[src/rtl/core/frct_pkg.sv]
`timescale 1ns / 1ps
`default_nettype none
package frct_pkg;

  typedef enum logic [1:0] {
    KIND_FRAG    = 2'd0,
    KIND_ADD_REF = 2'd1,
    KIND_REL_REF = 2'd2,
    KIND_NONE    = 2'd3
  } kind_t;

  typedef enum logic [1:0] {
    SLOT_FREE = 2'd0,
    SLOT_RX   = 2'd1,
    SLOT_REF  = 2'd2
  } slot_st_t;

  typedef enum logic [3:0] {
    STAT_OK       = 4'd0,
    STAT_COMPLETE = 4'd1,
    STAT_ORDER    = 4'd2,
    STAT_DUP      = 4'd3,
    STAT_OVERRUN  = 4'd4,
    STAT_FINAL    = 4'd5,
    STAT_NOCTX    = 4'd6,
    STAT_BADLEN   = 4'd7,
    STAT_UNUSED   = 4'd8
  } status_t;

  localparam logic [31:0] RX_TIMEOUT_RESET = 32'd1000;

  typedef struct packed {
    logic [15:0] seq;
    logic [15:0] total;
    logic [7:0]  frag_count;
    logic [7:0]  next_frag;
    logic [15:0] bytes;
    logic [31:0] last_rx;
    logic [7:0]  refs;
  } slot_rec_t;

  typedef struct packed {
    logic expired;
    logic match;
    logic free;
  } scan_res_t;

endpackage
`default_nettype wire

[src/rtl/core/frct_slot_mem.sv]
`timescale 1ns / 1ps
`default_nettype none
module frct_slot_mem
  import frct_pkg::*;
#(
  parameter int DEPTH = 8,
  parameter int AW    = 3
) (
  input  wire logic      clk,
  input  wire logic      wr_en,
  input  wire logic [AW-1:0] wr_addr,
  input  wire slot_rec_t wr_data,
  input  wire logic [AW-1:0] rd_addr,
  output slot_rec_t      rd_data
);

  slot_rec_t mem [DEPTH];

  always_ff @(posedge clk) begin
    if (wr_en) begin
      mem[wr_addr] <= wr_data;
    end
    rd_data <= mem[rd_addr];
  end

endmodule
`default_nettype wire

[src/rtl/core/frct_scan.sv]
`timescale 1ns / 1ps
`default_nettype none
module frct_scan
  import frct_pkg::*;
(
  input  wire slot_rec_t    rec,
  input  wire slot_st_t     st,
  input  wire logic [31:0]  now_ms,
  input  wire logic [31:0]  timeout,
  input  wire logic [15:0]  seq_id,
  input  wire logic [15:0]  total_size,
  input  wire logic [7:0]   frag_count,
  output scan_res_t         res
);

  logic [31:0] age;
  logic        expired;
  logic        live;

  // age wraps modulo 2^32
  assign age     = now_ms - rec.last_rx;
  assign expired = (st == SLOT_RX) && (age >= timeout);
  assign live    = (st == SLOT_RX) && !expired;

  assign res.expired = expired;
  assign res.match   = live && (rec.seq == seq_id) && (rec.frag_count == frag_count)
                       && (rec.total == total_size);
  assign res.free    = (st == SLOT_FREE) || expired;

endmodule
`default_nettype wire

[src/rtl/core/fragment_reassembly_context_table.sv]
// Fragment reassembly context table.
// Input channel (in_valid/in_stall) carries one item: a fragment arrival
// (kind 0), a reference add (kind 1) or a reference release (kind 2). Kind 3
// is taken and dropped with no result. Every other item gives exactly one
// result on the output channel (out_valid/out_stall).
// The configuration channel (cfg_valid/cfg_ready/cfg_data) writes the receive
// timeout in ms; cfg_ready is always high. Write it only while idle.
// One item is worked on at a time; in_stall is high until the block is back
// in idle. A fragment scans the slot record memory one slot per cycle through
// a single age/match compare unit, then, if a slot is found or claimed, reads,
// updates and writes back that slot. A reference item skips the scan and goes
// straight to the slot read. A dropped kind 3 item leaves the block in idle.
// The result sits in an output register; while out_stall is high it holds,
// and the next item is processed up to its own result, then waits.
// Synchronous reset frees all slots, empties the output register and sets
// the timeout to 1000. Slot records are not cleared; a free slot's record
// is never used.
`timescale 1ns / 1ps
`default_nettype none
module fragment_reassembly_context_table
  import frct_pkg::*;
#(
  parameter int NUM_SLOTS = 8
) (
  input  wire logic        clk,
  input  wire logic        rst,
  input  wire logic        in_valid,
  output logic             in_stall,
  input  wire logic [1:0]  kind,
  input  wire logic [15:0] seq_id,
  input  wire logic [15:0] total_size,
  input  wire logic [7:0]  frag_index,
  input  wire logic [7:0]  frag_count,
  input  wire logic [15:0] frag_length,
  input  wire logic [2:0]  slot_sel,
  input  wire logic [31:0] now_ms,
  output logic             out_valid,
  input  wire logic        out_stall,
  output logic [3:0]       status,
  output logic             slot_valid,
  output logic [2:0]       slot_out,
  output logic [15:0]      received_bytes,
  output logic [7:0]       expected_frag,
  input  wire logic        cfg_valid,
  output logic             cfg_ready,
  input  wire logic [31:0] cfg_data
);

  localparam int SW = (NUM_SLOTS > 1) ? $clog2(NUM_SLOTS) : 1;
  localparam int XW = (SW > 3) ? SW : 3;
  localparam logic [SW:0] SCAN_END = (SW + 1)'(NUM_SLOTS);

  typedef enum logic [4:0] {
    S_IDLE = 5'b00001,
    S_SCAN = 5'b00010,
    S_READ = 5'b00100,
    S_EXEC = 5'b01000,
    S_OUT  = 5'b10000
  } fsm_t;

  fsm_t        state;
  logic [31:0] rx_timeout;
  slot_st_t    slot_state [NUM_SLOTS];

  // captured item
  kind_t       q_kind;
  logic [15:0] q_seq;
  logic [15:0] q_total;
  logic [7:0]  q_fidx;
  logic [7:0]  q_fcnt;
  logic [15:0] q_len;
  logic [31:0] q_now;
  logic        q_in_range;

  logic [SW:0]   scan_idx;
  logic          ev_vld;
  logic [SW-1:0] ev_idx;
  logic          have_match;
  logic [SW-1:0] match_idx;
  logic          have_free;
  logic [SW-1:0] free_idx;
  logic          claim;
  logic [SW-1:0] s_idx;

  // pending result
  status_t     res_status;
  logic        res_vld;
  logic [2:0]  res_slot;
  logic [15:0] res_bytes;
  logic [7:0]  res_next;

  status_t     out_status;

  logic          accept;
  logic          in_range;
  logic [XW-1:0] sel_x;
  logic [XW-1:0] s_x;

  logic [SW-1:0] rd_addr;
  slot_rec_t     rd_q;
  scan_res_t     scan;

  slot_rec_t   fresh;
  slot_rec_t   cur;
  slot_rec_t   nrec;
  slot_st_t    nst;
  slot_st_t    cur_st;
  logic        ex_wr;
  status_t     ex_status;
  logic        ex_vld;
  logic [16:0] sum;
  logic [7:0]  next_inc;

  assign in_stall  = (state != S_IDLE);
  assign accept    = in_valid && !in_stall;
  assign cfg_ready = 1'b1;

  assign in_range = ({29'd0, slot_sel} < 32'(NUM_SLOTS));
  assign sel_x    = XW'(slot_sel);
  assign s_x      = XW'(s_idx);

  assign rd_addr = (state == S_SCAN) ? scan_idx[SW-1:0] : s_idx;

  frct_slot_mem #(
    .DEPTH (NUM_SLOTS),
    .AW    (SW)
  ) u_mem (
    .clk     (clk),
    .wr_en   (state == S_EXEC && ex_wr),
    .wr_addr (s_idx),
    .wr_data (nrec),
    .rd_addr (rd_addr),
    .rd_data (rd_q)
  );

  frct_scan u_scan (
    .rec        (rd_q),
    .st         (slot_state[ev_idx]),
    .now_ms     (q_now),
    .timeout    (rx_timeout),
    .seq_id     (q_seq),
    .total_size (q_total),
    .frag_count (q_fcnt),
    .res        (scan)
  );

  always_comb begin
    fresh.seq        = q_seq;
    fresh.total      = q_total;
    fresh.frag_count = q_fcnt;
    fresh.next_frag  = 8'd0;
    fresh.bytes      = 16'd0;
    fresh.last_rx    = q_now;
    fresh.refs       = 8'd1;
    cur      = claim ? fresh : rd_q;
    cur_st   = slot_state[s_idx];
    sum      = {1'b0, cur.bytes} + {1'b0, q_len};
    next_inc = cur.next_frag + 8'd1;
    nrec      = cur;
    nst       = cur_st;
    ex_wr     = 1'b0;
    ex_vld    = 1'b1;
    ex_status = STAT_OK;
    if (q_kind == KIND_FRAG) begin
      nst   = SLOT_RX;
      ex_wr = claim;
      if (q_len == 16'd0) begin
        ex_status = STAT_BADLEN;
      end else if (q_fidx > cur.next_frag) begin
        ex_status = STAT_ORDER;
      end else if (q_fidx < cur.next_frag) begin
        ex_status = STAT_DUP;
      end else if (sum > {1'b0, cur.total}) begin
        ex_status = STAT_OVERRUN;
      end else begin
        ex_wr          = 1'b1;
        nrec.bytes     = sum[15:0];
        nrec.last_rx   = q_now;
        nrec.next_frag = next_inc;
        if (next_inc == cur.frag_count) begin
          if (sum[15:0] != cur.total) begin
            ex_status = STAT_FINAL;
          end else begin
            nst       = SLOT_REF;
            ex_status = STAT_COMPLETE;
          end
        end
      end
    end else if (!q_in_range || cur_st == SLOT_FREE) begin
      ex_status = STAT_UNUSED;
      ex_vld    = 1'b0;
    end else if (q_kind == KIND_ADD_REF) begin
      ex_wr     = 1'b1;
      nrec.refs = cur.refs + 8'd1;
    end else begin
      ex_wr = 1'b1;
      if (cur.refs == 8'd1) begin
        nrec.refs = 8'd0;
        nst       = SLOT_FREE;
      end else begin
        nrec.refs = cur.refs - 8'd1;
      end
    end
  end

  // sequencer and slot states
  always_ff @(posedge clk) begin
    if (rst) begin
      state      <= S_IDLE;
      ev_vld     <= 1'b0;
      rx_timeout <= RX_TIMEOUT_RESET;
      for (int i = 0; i < NUM_SLOTS; i++) begin
        slot_state[i] <= SLOT_FREE;
      end
    end else begin
      if (cfg_valid && cfg_ready) begin
        rx_timeout <= cfg_data;
      end
      ev_vld <= (state == S_SCAN) && (scan_idx != SCAN_END);
      if (ev_vld && scan.expired) begin
        slot_state[ev_idx] <= SLOT_FREE;
      end
      case (state)
        S_IDLE: begin
          if (accept) begin
            case (kind_t'(kind))
              KIND_FRAG:    state <= S_SCAN;
              KIND_ADD_REF: state <= S_READ;
              KIND_REL_REF: state <= S_READ;
              default:      state <= S_IDLE;
            endcase
          end
        end
        S_SCAN: begin
          if (scan_idx == SCAN_END && !ev_vld) begin
            if (have_match || (q_fidx == 8'd0 && have_free)) begin
              state <= S_READ;
            end else begin
              state <= S_OUT;
            end
          end
        end
        S_READ: state <= S_EXEC;
        S_EXEC: begin
          state <= S_OUT;
          if (ex_wr) begin
            slot_state[s_idx] <= nst;
          end
        end
        S_OUT: begin
          if (!out_valid || !out_stall) begin
            state <= S_IDLE;
          end
        end
        default: state <= S_IDLE;
      endcase
    end
  end

  // item capture, scan bookkeeping and result staging
  always_ff @(posedge clk) begin
    if (accept) begin
      q_kind     <= kind_t'(kind);
      q_seq      <= seq_id;
      q_total    <= total_size;
      q_fidx     <= frag_index;
      q_fcnt     <= frag_count;
      q_len      <= frag_length;
      q_now      <= now_ms;
      q_in_range <= in_range;
      s_idx      <= sel_x[SW-1:0];
      claim      <= 1'b0;
      scan_idx   <= '0;
      have_match <= 1'b0;
      have_free  <= 1'b0;
    end
    if (state == S_SCAN) begin
      if (scan_idx != SCAN_END) begin
        scan_idx <= scan_idx + {{SW{1'b0}}, 1'b1};
      end
      ev_idx <= scan_idx[SW-1:0];
      if (scan_idx == SCAN_END && !ev_vld) begin
        if (have_match) begin
          s_idx <= match_idx;
        end else if (q_fidx == 8'd0 && have_free) begin
          s_idx <= free_idx;
          claim <= 1'b1;
        end else begin
          res_status <= STAT_NOCTX;
          res_vld    <= 1'b0;
          res_slot   <= 3'd0;
          res_bytes  <= 16'd0;
          res_next   <= 8'd0;
        end
      end
    end
    if (ev_vld) begin
      // keep the lowest matching and the lowest free slot
      if (scan.match && !have_match) begin
        have_match <= 1'b1;
        match_idx  <= ev_idx;
      end
      if (scan.free && !have_free) begin
        have_free <= 1'b1;
        free_idx  <= ev_idx;
      end
    end
    if (state == S_EXEC) begin
      res_status <= ex_status;
      res_vld    <= ex_vld;
      res_slot   <= ex_vld ? s_x[2:0] : 3'd0;
      res_bytes  <= ex_vld ? nrec.bytes : 16'd0;
      res_next   <= ex_vld ? nrec.next_frag : 8'd0;
    end
  end

  // output register
  always_ff @(posedge clk) begin
    if (rst) begin
      out_valid <= 1'b0;
    end else begin
      if (state == S_OUT && (!out_valid || !out_stall)) begin
        out_valid <= 1'b1;
      end else if (out_valid && !out_stall) begin
        out_valid <= 1'b0;
      end
    end
  end

  always_ff @(posedge clk) begin
    if (state == S_OUT && (!out_valid || !out_stall)) begin
      out_status     <= res_status;
      slot_valid     <= res_vld;
      slot_out       <= res_slot;
      received_bytes <= res_bytes;
      expected_frag  <= res_next;
    end
  end

  assign status = out_status;

endmodule
`default_nettype wire

[config.mk]
export PLATFORM = sky130hd
export DESIGN_NAME = fragment_reassembly_context_table
export DESIGN_NICKNAME = d
export VERILOG_FILES = /design/src/rtl/core/frct_pkg.sv /design/src/rtl/core/frct_slot_mem.sv /design/src/rtl/core/frct_scan.sv /design/src/rtl/core/fragment_reassembly_context_table.sv
export SDC_FILE = /design/constraint.sdc
export NUM_CORES = 2
export LEC_CHECK = 0
export ABC_AREA = 0
export BUFFER_PORTS_ARGS = -buffer_cell sky130_fd_sc_hd__buf_4
export CAP_MARGIN = 20
export CORE_UTILIZATION = 35
export DETAILED_ROUTE_END_ITERATION = 6
export GPL_TIMING_DRIVEN = 0
export SETUP_SLACK_MARGIN = 0.5
export SYNTH_ARGS = -nofsm -noshare
export SYNTH_HDL_FRONTEND = slang
export SYNTH_SLANG_ARGS = --single-unit
[constraint.sdc]
create_clock -name clk -period 14.6 [get_ports clk]
set_clock_uncertainty 0.1 [all_clocks]
set_input_delay 2.19 -clock clk [delete_from_list [all_inputs] [get_ports clk]]
set_output_delay 2.19 -clock clk [all_outputs]
set_load 0.02 [all_outputs]
==> results.cfg <==
[setup_path]
critPathMaxFanout = 10
max_stage_delay_ns = 0.79
cp-start-kind = register
r2r-start = claim$_DFF_P_
path_class = register to register
crit_path_end_kind = register
reg2reg_to = u_mem.mem[4][85]$_DFFE_PP_
rrSetupSlack_ns = 4.94
crit_slowest_cell = nor3_2
r2r_cells = 29
setup.worst_path.start = claim$_DFF_P_
crit_top_cell = buf_6
worstPathRequired_ns = 14.97
worstPathArrival_ns = 10.03
critPathCapture = u_mem.mem[4][85]$_DFFE_PP_

[grt]
grt_pass1_vias = 25932
grt_first_pass_wirelength_um = 173000
antenna_found_initial = 2
grt_max_degree = 65
globalRouteOverflowTotal = 0
grt_use_total = 0.168

[finish]
final_util = 0.419
antenna_cells = 0
drive_gt1_frac = 0.267
final_cells = 4992
area_growth_pct = 18.3
nNetsFinal = 3362
fin_area_um2 = 56900

[worst_hold_path]
hold_path_class = register to register

[power_and_ir_drop]
max-vdd-ir-drop_uv = 98.4
power_frac_comb = 0.282
internal_power_mw = 7.19
p_seq_frac = 0.418
p_sw_mw = 3.17
power.density_nw_per_um2 = 182
switching_share = 0.306
leakagePower_nw = 19.5
power_frac_clock = 0.300
p_total_mw = 10.4

[die]
die_w_um = 373
dieArea_um2 = 139000
pin_count = 173
core-area_um2 = 136000
dieHeight_um = 373
rows = 135
initial_utilization = 0.354

[placement]
gp_congestion = 0.867
hpwl_um = 80400
dpl_cell_area_um2 = 52900
io_buffers = 169
dp.cells = 4768

[route]
wl_um = 118000
wl_per_cell_um = 23.6
drc = 0
first_pass_iters = 5
via_count = 25809
detail_route.iter0.violations = 2207
vias_per_cell = 5.17
ant_nets = 0

[clock_tree]
clockBufferDepth = 3
clk_latency_ns = 0.76
cts_hold_buf = 0
cts.sinks = 1175
h-tree-depth = 3
cts_tree = built
cts_made_buffers = 119
clk_pin_slew_ns = 0.06
post_cts_buffers = 0
cts.repair.resized = 0
clockRootBuffer = clkbuf_16

[timing]
rsz0062_at_grt = no
worstMarginPinSlew_ns = 1.09
fin_crit_ns = 9.66
relSlewSlack = 0.273
fin_crit_sh = 0.662
slew_violations = 0
setup_viol = 0
max_freq_mhz = 104
finalHoldViolCount = 0

[synth]
synth_nets = 3001
synth_top_area_frac = 0.636
async_flop_share = 0
yosys.area.top_type = edfxtp_1
synth_ff_type = edfxtp_1
synth_edf_count = 1019
yosys_warnings = 0
synth_area_per_cell_um2 = 17.5
ys_types = 76
synth_area_um2 = 48100
seq_area_frac_synth = 0.701
yosys-top-cells-area = edfxtp_1 64%, mux4_2 10%, dfxtp_1 6.5%
synth-seq-cells = 1175
syn_inst = 2749

[job]
cap_viol_max_count = 0

[outcome]
status = finished clean
## how the worst min path moves through the flow
stage | start | to | slack [ns] | cells past startpoint
after floorplan | res_next[0]$_SDFFCE_PN0P_ | expected_frag[0]$_DFFE_PP_ | 0.30 | 0
after global placement | res_bytes[0]$_SDFFCE_PN0P_ | received_bytes[0]$_DFFE_PP_ | 0.30 | 0
after detailed placement | res_bytes[12]$_SDFFCE_PN0P_ | received_bytes[12]$_DFFE_PP_ | 0.31 | 0
after CTS | res_bytes[10]$_SDFFCE_PN0P_ | received_bytes[10]$_DFFE_PP_ | 0.32 | 0
after global routing | res_next[0]$_SDFFCE_PN0P_ | expected_frag[0]$_DFFE_PP_ | 0.32 | 0
final | res_bytes[10]$_SDFFCE_PN0P_ | received_bytes[10]$_DFFE_PP_ | 0.32 | 0
## power groups by stage
stage / Sequential, mW / Clock, mW / Combinational [mW]
2_1_floorplan: 4.34 / 0 / 2.08
3_3_place_gp: 4.41 / 0 / 2.87
3_5_place_dp: 4.40 / 0 / 2.93
4_1_cts: 4.33 / 3.18 / 2.95
5_1_grt: 4.35 / 3.29 / 3.23
6_report: 4.33 / 3.11 / 2.92
## routing by layer
| layer | routed length [µm] | vias up | global-route usage |
|---|---|---|---|
| li1 | - | 11606 | - |
| met1 | 54900 | 13270 | 0.243 |
| met2 | 53000 | 779 | 0.256 |
| met3 | 7380 | 152 | 0.0351 |
| met4 | 2460 | 2 | 0.0429 |
| met5 | 10 | - | 0 |
## synthesized netlist by cell type (6+ instances only)
| library cell | count |
|---|---|
| edfxtp_1 | 1019 |
| nand4_1 | 23 |
| nand3b_1 | 6 |
| mux4_2 | 214 |
| nor2_1 | 89 |
| a21o_1 | 44 |
| dfxtp_1 | 156 |
| nand2b_1 | 11 |
| o21a_1 | 18 |
| buf_1 | 14 |
| mux2_2 | 147 |
| and3_1 | 16 |
| a221o_1 | 8 |
| nor3_1 | 34 |
| clkbuf_1 | 57 |
| mux2i_1 | 52 |
| a21oi_1 | 70 |
| or2_2 | 8 |
| o211ai_1 | 12 |
| o21bai_1 | 8 |
| and2_1 | 23 |
| nand2_1 | 64 |
| nor2b_1 | 37 |
| o21ai_0 | 107 |
| xor2_1 | 55 |
| nand3_1 | 24 |
| ha_1 | 112 |
| nor4_1 | 29 |
| a31oi_1 | 11 |
| buf_2 | 33 |
| a211oi_1 | 15 |
| xnor2_1 | 38 |
| inv_1 | 113 |
## layout by cell type (no fill, tap or decap), types with 12 or more instances in the layout
cell,Yosys,final
nor2b_1,37,37
a21oi_1,70,69
mux2i_1,52,51
o21ai_0,107,107
nand4_1,23,23
and3_1,16,16
nor4_1,29,29
o21a_1,18,18
buf_1,14,14
nand3_1,24,24
nor2_1,89,83
nand2_1,64,64
xnor2_1,38,38
mux2_2,147,147
buf_16,0,12
buf_4,1,173
xor2_1,55,55
buf_6,3,23
clkinv_2,0,24
mux4_2,214,214
clkbuf_16,0,121
inv_1,113,113
o211ai_1,12,12
nor3_1,34,32
ha_1,112,112
dfxtp_1,156,156
buf_12,0,24
buf_2,33,33
clkinv_1,3,13
a21o_1,44,43
clkbuf_1,57,81
a211oi_1,15,15
edfxtp_1,1019,1019
and2_1,23,23
## cell type report
cell class                      count  area [µm²]
Fill cell                       11988       79000
Sequential cell                  1175       33700
Clock inverter                     66         761
Clock buffer                      156        3270
Multi-Input combinational cell   1349       13600
Tap cell                         1781        2230
Timing Repair Buffer              240        2490
Buffer                            109         478
Inverter                          116         440
## metrics by stage
step / TNS [ns] / worst slack, ns / hold slack [ns]
after detailed placement: 0 / 5.00 / 0.306
after CTS: 0 / 4.99 / 0.321
final: 0 / 4.94 / 0.318
after global placement: -3773.90 / -9.04 / 0.305
after global routing: 0 / 4.30 / 0.322
after floorplan: 0 / 1.59 / 0.300
## logic make-up (layout without fill, tap and decap cells)
logic type | count (synthesis) | after routing | synth area share
other | 1 | 1 | 0.0000779
buffers and inverters | 225 | 687 | 0.0190
flip-flops | 1175 | 1175 | 0.701
AO/OA/AOI/OAI | 344 | 344 | 0.0460
adder cells (fa/ha/maj) | 114 | 114 | 0.0300
multiplexers | 413 | 413 | 0.145
AND/OR/NAND/NOR | 383 | 383 | 0.0414
XOR/XNOR | 94 | 94 | 0.0174
## flip-flops by register name, summed over array words and instances, names as in the netlist, 4 cells and up, named ones only
register,cells
q_len,16
scan_idx,4
res_next,8
q_fcnt,8
expected_frag,8
received_bytes,16
q_seq,16
rx_timeout,32
u_mem.mem,832
slot_state,16
state,5
q_total,16
u_mem.rd_data,104
res_status,4
q_fidx,8
res_bytes,16
status,4
q_now,32
## critical path: cells and delay by family (launching register included)
kind	cells	cell delay, ns
flops	1	0.31
xor+xnor	1	0.19
compound gates	9	2.19
buf+inv	11	3.80
simple gates	5	1.77
fa+ha+maj	3	0.99
Note: power is estimated with default switching activity, not from simulation.
